## src/rtl/sskl_pkg.sv

```systemverilog
// sskl_pkg: shared types and codes of the stable sorted key list unit
// operation codes, result status codes and the compare result struct
// no dependencies
package sskl_pkg;

  localparam int TAG_W     = 6;
  localparam int TAG_SLOTS = 64;

  typedef enum logic [1:0] {
    FUNC_INSERT  = 2'd0,
    FUNC_REM_TAG = 2'd1,
    FUNC_REM_POS = 2'd2,
    FUNC_UPDATE  = 2'd3
  } func_t;

  typedef enum logic [2:0] {
    STAT_OK        = 3'd0,
    STAT_FULL      = 3'd1,
    STAT_NO_TAG    = 3'd2,
    STAT_POS_RANGE = 3'd3,
    STAT_DUP_TAG   = 3'd4
  } status_t;

  typedef struct packed {
    logic gt;
    logic eq;
  } cmp_res_t;

endpackage

```

## src/rtl/sskl_cmp.sv

```systemverilog
// sskl_cmp: the one signed key comparator, shared by the insert walk and the update key check
// uses sskl_pkg for the compare result struct
module sskl_cmp #(
  parameter int KEY_BITS = 16
) (
  input  logic signed [KEY_BITS-1:0] key_a,
  input  logic signed [KEY_BITS-1:0] key_b,
  output sskl_pkg::cmp_res_t         res
);

  // a greater than b, and a equal to b
  assign res.gt = (key_a > key_b);
  assign res.eq = (key_a == key_b);

endmodule

```

## src/rtl/sskl_store.sv

```systemverilog
// sskl_store: key and tag memories indexed by position, and the tag to position map
// one write and one registered read per memory per cycle; uses sskl_pkg for tag width
module sskl_store #(
  parameter int  CAPACITY = 64,
  parameter int  KEY_BITS = 16,
  localparam int AW       = $clog2(CAPACITY)
) (
  input  logic                              clk,
  input  logic                              wr_en,
  input  logic [AW-1:0]                     wr_addr,
  input  logic signed [KEY_BITS-1:0]        wr_key,
  input  logic [sskl_pkg::TAG_W-1:0]        wr_tag,
  input  logic [AW-1:0]                     rd_addr,
  output logic signed [KEY_BITS-1:0]        rd_key,
  output logic [sskl_pkg::TAG_W-1:0]        rd_tag,
  input  logic                              pot_we,
  input  logic [sskl_pkg::TAG_W-1:0]        pot_wr_addr,
  input  logic [AW-1:0]                     pot_wr_data,
  input  logic [sskl_pkg::TAG_W-1:0]        pot_rd_addr,
  output logic [AW-1:0]                     pot_rd_data
);

  logic signed [KEY_BITS-1:0]       key_mem [CAPACITY];
  logic [sskl_pkg::TAG_W-1:0]       tag_mem [CAPACITY];
  logic [AW-1:0]                    pot_mem [sskl_pkg::TAG_SLOTS];

  always_ff @(posedge clk) begin
    if (wr_en) begin
      key_mem[wr_addr] <= wr_key;
      tag_mem[wr_addr] <= wr_tag;
    end
    rd_key <= key_mem[rd_addr];
    rd_tag <= tag_mem[rd_addr];
  end

  always_ff @(posedge clk) begin
    if (pot_we) begin
      pot_mem[pot_wr_addr] <= pot_wr_data;
    end
    pot_rd_data <= pot_mem[pot_rd_addr];
  end

endmodule

```

## src/rtl/stable_sorted_key_list_unit.sv

```systemverilog
// stable_sorted_key_list_unit: sorted list of tagged entries with a tag to position map
// operations: insert walks down from the tail to its place, removes close the gap above the
// removed position, failed operations go straight to the result, and update keeps an unchanged
// key in place or else removes and reinserts the entry; one operation at a time, in_stall is
// high from acceptance until the result beat enters the output register
// reset: synchronous active low, clears the valid-tag map, occupancy and control; memories unreset
module stable_sorted_key_list_unit #(
  parameter int CAPACITY = 64,
  parameter int KEY_BITS = 16
) (
  input  logic        clk,
  input  logic        rst_n,
  input  logic        in_valid,
  output logic        in_stall,
  input  logic [1:0]  in_func,
  input  logic [5:0]  in_tag,
  input  logic signed [15:0] in_key,
  input  logic [5:0]  in_position,
  output logic        out_valid,
  input  logic        out_stall,
  output logic [2:0]  out_status,
  output logic [5:0]  out_placed_at,
  output logic [6:0]  out_occupancy,
  output logic [5:0]  out_removed_tag
);

  localparam int AW = $clog2(CAPACITY);
  localparam int CW = $clog2(CAPACITY + 1);
  localparam int PW = (CW > 6) ? CW : 6;
  localparam int TW = sskl_pkg::TAG_W;

  // sequencer states, one-hot
  typedef enum logic [8:0] {
    ST_IDLE      = 9'b000000001,
    ST_INS_START = 9'b000000010,
    ST_INS_STEP  = 9'b000000100,
    ST_INS_PLACE = 9'b000001000,
    ST_POT_RD    = 9'b000010000,
    ST_TAG_RD    = 9'b000100000,
    ST_KEY_CHK   = 9'b001000000,
    ST_RM_STEP   = 9'b010000000,
    ST_RESULT    = 9'b100000000
  } state_t;

  state_t                     state_r, state_nxt;
  sskl_pkg::func_t            op_r, op_nxt;
  logic [TW-1:0]              tag_r, tag_nxt;
  logic signed [KEY_BITS-1:0] key_r, key_nxt;
  logic [AW-1:0]              idx_r, idx_nxt;
  logic [CW-1:0]              count_r, count_nxt;
  sskl_pkg::status_t          status_r, status_nxt;
  logic [AW-1:0]              placed_r, placed_nxt;
  logic [TW-1:0]              removed_r, removed_nxt;
  logic [sskl_pkg::TAG_SLOTS-1:0] tag_valid_r, tag_valid_nxt;

  logic                       out_valid_r, out_valid_nxt;
  logic [2:0]                 out_status_r;
  logic [5:0]                 out_placed_r;
  logic [6:0]                 out_occ_r;
  logic [5:0]                 out_removed_r;
  logic                       out_load;

  // memory side
  logic                       mem_we;
  logic [AW-1:0]              wr_addr;
  logic signed [KEY_BITS-1:0] wr_key;
  logic [TW-1:0]              wr_tag;
  logic [AW-1:0]              rd_addr;
  logic signed [KEY_BITS-1:0] rd_key;
  logic [TW-1:0]              rd_tag;
  logic                       pot_we;
  logic [TW-1:0]              pot_wr_addr;
  logic [AW-1:0]              pot_wr_data;
  logic [AW-1:0]              pot_rd;

  sskl_pkg::cmp_res_t         cmp;

  // remove walk start, shared by the three ways into a removal
  logic                       rm_go;
  logic [AW-1:0]              rm_p;
  logic                       rm_last;
  // new entry written at idx
  logic                       place_go;

  sskl_store #(
    .CAPACITY (CAPACITY),
    .KEY_BITS (KEY_BITS)
  ) u_store (
    .clk         (clk),
    .wr_en       (mem_we),
    .wr_addr     (wr_addr),
    .wr_key      (wr_key),
    .wr_tag      (wr_tag),
    .rd_addr     (rd_addr),
    .rd_key      (rd_key),
    .rd_tag      (rd_tag),
    .pot_we      (pot_we),
    .pot_wr_addr (pot_wr_addr),
    .pot_wr_data (pot_wr_data),
    .pot_rd_addr (in_tag),
    .pot_rd_data (pot_rd)
  );

  // the stored key just read against the operation's key
  sskl_cmp #(
    .KEY_BITS (KEY_BITS)
  ) u_cmp (
    .key_a (rd_key),
    .key_b (key_r),
    .res   (cmp)
  );

  assign in_stall = (state_r != ST_IDLE);

  // the map read returns the position in the cycle after acceptance
  assign rm_p    = (state_r == ST_POT_RD) ? pot_rd : idx_r;
  assign rm_last = ((CW'(rm_p) + CW'(1)) >= count_r);

  assign out_load = (state_r == ST_RESULT) && (!out_valid_r || !out_stall);

  always_comb begin
    state_nxt     = state_r;
    op_nxt        = op_r;
    tag_nxt       = tag_r;
    key_nxt       = key_r;
    idx_nxt       = idx_r;
    count_nxt     = count_r;
    status_nxt    = status_r;
    placed_nxt    = placed_r;
    removed_nxt   = removed_r;
    tag_valid_nxt = tag_valid_r;
    rd_addr       = idx_r;
    mem_we        = 1'b0;
    wr_addr       = idx_r;
    wr_key        = rd_key;
    wr_tag        = rd_tag;
    pot_we        = 1'b0;
    pot_wr_addr   = rd_tag;
    pot_wr_data   = idx_r;
    rm_go         = 1'b0;
    place_go      = 1'b0;

    case (state_r)
      ST_IDLE: begin
        if (in_valid) begin
          op_nxt      = sskl_pkg::func_t'(in_func);
          tag_nxt     = in_tag;
          key_nxt     = KEY_BITS'(in_key);
          status_nxt  = sskl_pkg::STAT_OK;
          placed_nxt  = '0;
          removed_nxt = '0;
          case (sskl_pkg::func_t'(in_func))
            sskl_pkg::FUNC_INSERT: begin
              if (tag_valid_r[in_tag]) begin
                status_nxt = sskl_pkg::STAT_DUP_TAG;
                state_nxt  = ST_RESULT;
              end else if (count_r == CW'(CAPACITY)) begin
                status_nxt = sskl_pkg::STAT_FULL;
                state_nxt  = ST_RESULT;
              end else begin
                state_nxt = ST_INS_START;
              end
            end
            sskl_pkg::FUNC_REM_TAG: begin
              if (!tag_valid_r[in_tag]) begin
                status_nxt = sskl_pkg::STAT_NO_TAG;
                state_nxt  = ST_RESULT;
              end else begin
                tag_valid_nxt[in_tag] = 1'b0;
                removed_nxt           = in_tag;
                state_nxt             = ST_POT_RD;
              end
            end
            sskl_pkg::FUNC_REM_POS: begin
              if (PW'(in_position) >= PW'(count_r)) begin
                status_nxt = sskl_pkg::STAT_POS_RANGE;
                state_nxt  = ST_RESULT;
              end else begin
                rd_addr   = AW'(in_position);
                idx_nxt   = AW'(in_position);
                state_nxt = ST_TAG_RD;
              end
            end
            sskl_pkg::FUNC_UPDATE: begin
              if (!tag_valid_r[in_tag]) begin
                status_nxt = sskl_pkg::STAT_NO_TAG;
                state_nxt  = ST_RESULT;
              end else begin
                state_nxt = ST_POT_RD;
              end
            end
            default: begin
              state_nxt = ST_RESULT;
            end
          endcase
        end
      end

      // walk down from the tail, insert point is after the last key <= new key
      ST_INS_START: begin
        idx_nxt = AW'(count_r);
        if (count_r == '0) begin
          state_nxt = ST_INS_PLACE;
        end else begin
          rd_addr   = AW'(count_r - CW'(1));
          state_nxt = ST_INS_STEP;
        end
      end

      ST_INS_STEP: begin
        if (cmp.gt) begin
          // move entry idx-1 up one slot
          mem_we      = 1'b1;
          pot_we      = 1'b1;
          pot_wr_addr = rd_tag;
          if (idx_r == AW'(1)) begin
            idx_nxt   = '0;
            state_nxt = ST_INS_PLACE;
          end else begin
            idx_nxt = idx_r - AW'(1);
            rd_addr = idx_r - AW'(1) - AW'(1);
          end
        end else begin
          place_go = 1'b1;
        end
      end

      ST_INS_PLACE: begin
        place_go = 1'b1;
      end

      ST_POT_RD: begin
        idx_nxt = pot_rd;
        if (op_r == sskl_pkg::FUNC_UPDATE) begin
          rd_addr   = pot_rd;
          state_nxt = ST_KEY_CHK;
        end else begin
          rm_go = 1'b1;
        end
      end

      ST_TAG_RD: begin
        removed_nxt           = rd_tag;
        tag_valid_nxt[rd_tag] = 1'b0;
        rm_go                 = 1'b1;
      end

      ST_KEY_CHK: begin
        if (cmp.eq) begin
          // unchanged key leaves the entry where it is
          placed_nxt = idx_r;
          state_nxt  = ST_RESULT;
        end else begin
          rm_go = 1'b1;
        end
      end

      // close the gap: entry idx+1 moves down to idx
      ST_RM_STEP: begin
        mem_we      = 1'b1;
        pot_we      = 1'b1;
        pot_wr_addr = rd_tag;
        if ((CW'(idx_r) + CW'(2)) < count_r) begin
          idx_nxt = idx_r + AW'(1);
          rd_addr = idx_r + AW'(1) + AW'(1);
        end else begin
          count_nxt = count_r - CW'(1);
          state_nxt = (op_r == sskl_pkg::FUNC_UPDATE) ? ST_INS_START : ST_RESULT;
        end
      end

      ST_RESULT: begin
        if (out_load) begin
          state_nxt = ST_IDLE;
        end
      end

      default: begin
        state_nxt = ST_IDLE;
      end
    endcase

    if (rm_go) begin
      idx_nxt    = rm_p;
      placed_nxt = rm_p;
      if (rm_last) begin
        count_nxt = count_r - CW'(1);
        state_nxt = (op_r == sskl_pkg::FUNC_UPDATE) ? ST_INS_START : ST_RESULT;
      end else begin
        rd_addr   = rm_p + AW'(1);
        state_nxt = ST_RM_STEP;
      end
    end

    if (place_go) begin
      mem_we                = 1'b1;
      wr_key                = key_r;
      wr_tag                = tag_r;
      pot_we                = 1'b1;
      pot_wr_addr           = tag_r;
      tag_valid_nxt[tag_r]  = 1'b1;
      count_nxt             = count_r + CW'(1);
      placed_nxt            = idx_r;
      state_nxt             = ST_RESULT;
    end
  end

  // output register parts the result side from the sequencer
  always_comb begin
    out_valid_nxt = out_valid_r;
    if (out_load) begin
      out_valid_nxt = 1'b1;
    end else if (!out_stall) begin
      out_valid_nxt = 1'b0;
    end
  end

  // control state
  always_ff @(posedge clk) begin
    if (!rst_n) begin
      state_r     <= ST_IDLE;
      count_r     <= '0;
      tag_valid_r <= '0;
      out_valid_r <= 1'b0;
    end else begin
      state_r     <= state_nxt;
      count_r     <= count_nxt;
      tag_valid_r <= tag_valid_nxt;
      out_valid_r <= out_valid_nxt;
    end
  end

  // payload, no reset
  always_ff @(posedge clk) begin
    op_r      <= op_nxt;
    tag_r     <= tag_nxt;
    key_r     <= key_nxt;
    idx_r     <= idx_nxt;
    status_r  <= status_nxt;
    placed_r  <= placed_nxt;
    removed_r <= removed_nxt;
    if (out_load) begin
      out_status_r  <= status_r;
      out_placed_r  <= 6'(placed_r);
      out_occ_r     <= 7'(count_r);
      out_removed_r <= removed_r;
    end
  end

  assign out_valid       = out_valid_r;
  assign out_status      = out_status_r;
  assign out_placed_at   = out_placed_r;
  assign out_occupancy   = out_occ_r;
  assign out_removed_tag = out_removed_r;

endmodule

```

## config.mk

```make
export PLATFORM = sky130hd
export DESIGN_NAME = stable_sorted_key_list_unit
export DESIGN_NICKNAME = d
export VERILOG_FILES = /design/src/rtl/sskl_pkg.sv /design/src/rtl/sskl_cmp.sv /design/src/rtl/sskl_store.sv /design/src/rtl/stable_sorted_key_list_unit.sv
export SDC_FILE = /design/constraint.sdc
export NUM_CORES = 2
export LEC_CHECK = 0
export BUFFER_PORTS_ARGS = -buffer_cell sky130_fd_sc_hd__buf_2
export CAP_MARGIN = 5
export CORE_ASPECT_RATIO = 1.5
export CORE_MARGIN = 2
export CORE_UTILIZATION = 40
export CTS_BUF_LIST = sky130_fd_sc_hd__clkbuf_4
export DETAILED_ROUTE_END_ITERATION = 7
export PLACE_DENSITY = 0.6
export SLEW_MARGIN = 20
export SYNTH_ARGS = -nofsm -noshare
export SYNTH_HDL_FRONTEND = slang
export SYNTH_HIERARCHICAL = 1
export SYNTH_SLANG_ARGS = --single-unit
```

## constraint.sdc

```tcl
create_clock -name clk -period 18.43 [get_ports clk]
set_input_delay 1.843 -clock clk [delete_from_list [all_inputs] [get_ports clk]]
set_output_delay 1.843 -clock clk [all_outputs]
set_load 0.05 [all_outputs]
```

# Word-level counts from Yosys, hierarchy flattened
# Memory sizes are Yosys's and may differ from the RTL's. A register that Yosys moved wholly into a read port is not among the register bits.
# Index checks and enable logic that the tools add are counted.
classes:
  n_mux: 81
  n_reduce_logical: 21
  n_addsub: 9
  eq_ne: 36
  n_bitwise: 6
  magnitude_cmp: 10
ops:
  columns: ["cell", "count"]
  rows:
  - ["$mux 64", 4]
  - ["$mux 6", 23]
  - ["$mux 9", 15]
  - ["$and 64x64->64", 2]
  - ["$not 64->64", 2]
  - ["$pmux 64 s2", 1]
  - ["$pmux 9 s8", 1]
  - ["$or 64x64->64", 1]
  - ["$pmux 6 s5", 2]
  - ["$mux 7", 5]
  - ["$pmux 9 s3", 1]
  - ["$ne 4x4->1 const B", 6]
  - ["$pmux 6 s2", 2]
  - ["$lt 6x7->1 const B", 3]
  - ["$ne 3x3->1 const B", 7]
  - ["$add 6x1->6 const B", 3]
  - ["$demux 1 s6", 3]
  - ["$ge 6x1->1 const B", 3]
  - ["$eq 16x16->1", 1]
  - ["$gt 16x16->1", 1]
  - ["$mux 16", 1]
  - ["$reduce_and 8->1", 2]
  - ["$mux 1", 14]
  - ["$sub 6x1->6 const B", 2]
  - ["45 further kinds", 58]
word_totals:
  reg_bits: 148
  wordCells: 182
  ramBits: 1792
  out_inout_bits: 24
  memories: 3
memory_table:
  columns: ["name", "depth", "word_bits", "rd", "rd_clocked_by_memory_dff", "write_ports", "line_no", "source"]
  rows:
  - ["u_store.key_mem", 64, 16, 1, 1, 1, "sskl_store.sv:23", "logic signed [KEY_BITS-1:0] key_mem [CAPACITY];"]
  - ["u_store.pot_mem", 64, 6, 1, 1, 1, "sskl_store.sv:25", "logic [AW-1:0] pot_mem [sskl_pkg::TAG_SLOTS];"]
  - ["u_store.tag_mem", 64, 6, 1, 1, 1, "sskl_store.sv:24", "logic [sskl_pkg::TAG_W-1:0] tag_mem [CAPACITY];"]

# Logic depth before layout (Yosys ltp)
logic_depth:
  ltp_word: 12
  mapped_depth: 27
  depth_no_buf: 20

# Cells and area by module
# The synthesis kept the hierarchy.
by_module_without_submodules:
  columns: ["mod", "area_per_inst_um2", "cells_per_inst", "instances"]
  rows:
  - ["sskl_store", 70221.1, 3201, 1]
  - ["stable_sorted_key_list_unit", 9197.6, 1074, 1]
  - ["sskl_cmp", 426.7, 61, 1]

# Least setup slack after synthesis
# No wires, ideal clock.
synth_path:
  path_kind: "register to register"
  startpoint: "reg key_r[10]"
  endpoint: "mem u_store/pot_mem[48][0] (netlist bit) (enable)"
  setup_time_ns: 0.377
  n_path_buf: 1
  path_slack_ns: 12.070
  t_required_ns: 18.053
  arrival_ns: 5.983
  path_stages_with_launch: 16
  cell_sequence: "edfxtp_1 -> inv_1 -> ha_1 -> a21o_1 -> a21oi_1 -> a21oi_1 -> a211oi_1 -> mux2i_1 -> nor2_1 -> mux2i_1 -> nor3_2 -> o21ai_0 -> clkbuf_1 -> nand3_1 -> or3_1 -> nor3_1"
synth_rtl:
  columns: ["element", "line_no", "source"]
  rows:
  - ["from (decl)", "stable_sorted_key_list_unit.sv:48", "logic signed [KEY_BITS-1:0] key_r, key_nxt;"]
  - ["from (signal assigned)", "stable_sorted_key_list_unit.sv:337", "key_r <= key_nxt;"]
  - ["to (decl)", "sskl_store.sv:25", null]

# Worst setup path after layout
layout_path:
  startpoint: "reg state_r[8]"
  endpoint: "reg u_store/rd_tag[2] (netlist bit), read port of u_store.tag_mem"
layout_between:
  elab_chain_cells: 6
  elab_cells_between_ends: 15
layout_rtl:
  columns: ["element", "line_no", "source"]
  rows:
  - ["from (decl)", "stable_sorted_key_list_unit.sv:45", "state_t state_r, state_nxt;"]
  - ["from (signal assigned)", "stable_sorted_key_list_unit.sv:326", "state_r <= state_nxt;"]
  - ["$eq 9x5->1", "stable_sorted_key_list_unit.sv:116, stable_sorted_key_list_unit.sv:143", null]
  - ["$mux 6", "stable_sorted_key_list_unit.sv:116", "assign rm_p = (state_r == ST_POT_RD) ? pot_rd : idx_r;"]
  - ["$add 6x1->7", "stable_sorted_key_list_unit.sv:117", "assign rm_last = ((CW'(rm_p) + CW'(1)) >= count_r);"]
  - ["$ge 7x7->1", "stable_sorted_key_list_unit.sv:117", null]
  - ["$mux 6", "stable_sorted_key_list_unit.sv:286", "if (rm_last) begin"]
  - ["$mux 6 *", "stable_sorted_key_list_unit.sv:283", "if (rm_go) begin"]
  - ["via rd_addr[0]", "stable_sorted_key_list_unit.sv:68", "logic [AW-1:0] rd_addr;"]
  - ["to (decl)", "sskl_store.sv:15", "output logic [sskl_pkg::TAG_W-1:0] rd_tag,"]
# Mark *: on every way through the listed nets, which the timed path passes. The rest lies on a longest branch.
# A chain may end at the register's enable or synchronous reset.

==> metrics.md <==
| Metric | Value |
|---|---|
| Setup repair after global routing missed its margin | no |
| CTS buffer count | around 450 |
| FILL cells | 17,312 |
| Post-CTS Resized | 0 |
| DP HPWL | 137 mm |
| Met1 Use GR | approximately a quarter |
| WP data required | 19,480 ps |
| CP max stage delay | about 860 ps |
| Area after DPL | 83,300 um^2 |
| Hold Path Class | flip-flop to flip-flop |
| Most common cell after layout, fill and taps aside | edfxtp_1 |
| Largest net degree at the start of global routing | between 90 and 100 |
| First-pass GRT wire length | 320 mm |
| M3 GR Usage | 3.75% |
| Share of layout cells above drive strength 1 | 28.5% |
| Most frequent cells in the layout | edfxtp_1 (1,859), clkbuf_4 (673), mux4_2 (371), nand2_1 (209), mux2i_1 (199) |
| Initial Utilization | 40.3% |
| CTS tree | yes |
| Synth area leader | edfxtp_1 |
| Core region area | between 150,000 and 200,000 um^2 |
| Psw | roughly 4.8 mW |
| Leakage | 29.2 nW |
| Area of the multi-input gates | approximately 20,000 um^2 |
| DRT Pass-1 Iters | 6 |
| Post-synth EDFFs | around 1,900 |
| Htree depth | 5 |
| Cts hold-fix bufs | 0 |
| Library cells used by synthesis | 87 |
| Tcrit/Tclk final | around 48% |
| Worst-Margin Slew | 1150 ps |
| Sw Share | 34.9% |
| Core Rows | 200 |
| Vias in the first global route | ~46,000 |
| Minimum clock period | 8790 ps |
| Top cell type's share of synthesized area | 69.9% |
| Syn_area_per_cell | 18.4 um^2 |
| Compound-Gate Fraction of Synth Area | 4.92% |
| Ports | 58 |
| Synth Register Bits | 1,968 |
| Yosys warns | 6 |
| Synth Area in Simple Gates | 4.63% |
| Slew HR | 22.1% |
| PwrDens | 153 nW/um^2 |
| Cell chosen for the clock root | clkbuf_4 |
| Cell Chain, Critical Path | nor3_2, nand4_1, a21oi_1, inv_1, ha_1, nand2_1, xor2_1, ha_1, a21oi_1, o21a_1, o21ai_0, nor2_1, nor3_1, a21oi_4, buf_4, buf_4, buf_12, nor2b_2, buf_4, a22o_1, a21oi_1, a221oi_1, a221oi_1 |
| DP Worst Slack | 9670 ps |
| Worst Path Max Fanout | 92 |
| Synthesized cell area | between 70,000 and 80,000 um^2 |
| Max VDD drop | ~0.00014 V |
| Setup tns final | 0 ps |
| Routability cong. | 0.921 |
| Status | finished clean |
| Post-CTS Setup Inserts | 0 |
| Synth async-reset ratio | 0% |
| Congestion Overflow GR | 0 |
| Seq pwr share | roughly two fifths |
| Detailed-route via count | 44,680 |
| Total Routed Length | 223 mm |
| Top post-synthesis cells by area | edfxtp_1 (70%), mux4_2 (10%), dfxtp_1 (2.7%), mux2i_1 (2.5%), nor2_1 (1.2%) |
| Crit path max-delay cell type | nor2b_2 |
| Nets | approximately 4,800 |
| TritonCTS Sinks | 1,968 |
| Clock tree buffer depth | 4 |
| WL per Instance | roughly 29 um |
| Final antenna-violating net count | 0 |
| DR DRC count | 0 |
| Post-route clock skew | roughly 130 ps |
| Fin util | between 40% and 50% |
| Mux contribution to synthesized area | between 10 and 15% |
| Met2 Track Usage GR | just under 40% |
| Final Hold Viols | 0 |
| Most Crowded Layer GR | met2 |
| Layout area overhead | 11.9% |
| Later-pin clock latency in the skew report | 1240 ps |
| Fin worst setup slack | 9640 ps |
| Mapped Nets | 4,416 |
| Setup-failing EPs final | 0 |
| Setup CP Type | flip-flop to flip-flop |
| Comb pwr share | 33.3% |
| Finished Cell Area | 89,300 um^2 |
| Crit end category | flip-flop |
| Post-Synth XOR/XNOR Area | less than 1% |
| GRT Resource Usage Total | about 22% |
| Count of input and output buffers | 57 |
| Combinational family with the most area after synthesis | multiplexers |
| Die area | 203,000 um^2 |
| Register area | 58,000 um^2 |
| CP Data Arrival Time | 9840 ps |
| Slew Viols, Final | 0 |
| Syn Inst Count | 4,336 |
| Clock network power share | 25.6% |
| Crit start category | flip-flop |
| Pint | roughly 8.9 mW |
| Total of max-cap violations | 0 |
| Via-to-Cell Ratio | 5.76 |
| FMAX | roughly 0.11 GHz |
| DIE HEIGHT | between 500 and 600 um |
| Initial antenna violation count | 11 |
| Sequential share of the synthesized area | about 73% |
| Synth Flop Type | edfxtp_1 |
| Starting DRT DRC Count | 4,185 |
| Clock transition at the registers of the reported paths | 90 ps |
| DIE WIDTH | 369 um |
| Adder-cell area share of the yosys netlist | 0.721% |
-- worst paths after layout --
check,cells past startpoint,slack [ps],endpoint,startpoint
min,0,430,out_placed_at[5],placed_r[5]
min reg2reg,0,430,out_placed_at[5],placed_r[5]
max,23,9640,u_store/rd_tag[2],state_r[8]
max reg2reg,23,9640,u_store/rd_tag[2],state_r[8]
-- power by group through the flow --
stage               logic [mW]  registers, mW  clock network [mW]
floorplan                 2.95           5.78                   0
global placement          4.55           5.72                   0
detailed placement        4.60           5.72                   0
CTS                       4.61           5.62                3.60
global route              4.83           5.62                3.82
finish                    4.56           5.62                3.51
-- metrics by stage --
stage / std cells / power, mW / hold slack [ps]
finish: 7763 / 13.7 / 434
global placement: 6928 / 10.3 / 409
global route: 7760 / 14.3 / 387
detailed placement: 6929 / 10.3 / 422
CTS: 7755 / 13.8 / 391
floorplan: 4336 / 8.73 / 400
-- synth_stat cells, types with 52 or more instances --
cell type,number
dfxtp_1,109
inv_1,52
a21oi_1,134
edfxtp_1,1859
nand2_1,230
o21ai_0,127
buf_2,54
mux4_2,371
clkbuf_1,85
mux2i_1,200
a22oi_1,71
nor2_1,248
nand3_1,82
-- cell type report --
class | count | area share (%)
Clock inverter | 153 | 0.974
Clock buffer | 673 | 5.66
Antenna cell | 7 | 0.0196
Sequential cell | 1968 | 64.9
Multi-Input combinational cell | 2074 | 22.8
Timing Repair Buffer | 208 | 1.65
Tap cell | 2626 | 3.68
Inverter | 54 | 0.227
-- per-layer routing --
metal  part of all wire (%)  up-vias
li1                       -    18891
met4                    5.2        6
met3                    6.3      564
met1                     36    23280
met2                     52     1939
met5                  0.016        -
-- sequential cells by signal, summed over array words and instances (netlist names) --
| signal | count |
|---|---|
| placed_r | 6 |
| out_occupancy | 7 |
| u_store/rd_tag | 6 |
| tag_valid_r | 64 |
| out_placed_at | 6 |
| status_r | 3 |
| removed_r | 6 |
| tag_r | 6 |
| key_r | 16 |
| u_store/tag_mem | 384 |
| out_removed_tag | 6 |
| u_store/pot_rd_data | 6 |
| op_r | 2 |
| count_r | 7 |
| u_store/rd_key | 16 |
| out_status | 3 |
| u_store/key_mem | 1024 |
| out_valid | 1 |
| u_store/pot_mem | 384 |
| state_r | 9 |
| idx_r | 6 |
-- kinds of logic after synthesis --
family | Yosys count
compound gates | 575
xor+xnor | 27
fa+ha+maj | 46
buf+inv | 294
flops | 1968
mux | 644
simple gates | 782
-- critical path, delay by kind of cell, from the launching register on --
kind,cells,cell delay (ps)
buffers and inverters,5,2270
adder cells (fa/ha/maj),2,580
XOR/XNOR,1,300
flip-flops,1,460
AND/OR/NAND/NOR,6,2600
AO/OA/AOI/OAI,9,2130
Power figures use the tool's default switching activity.
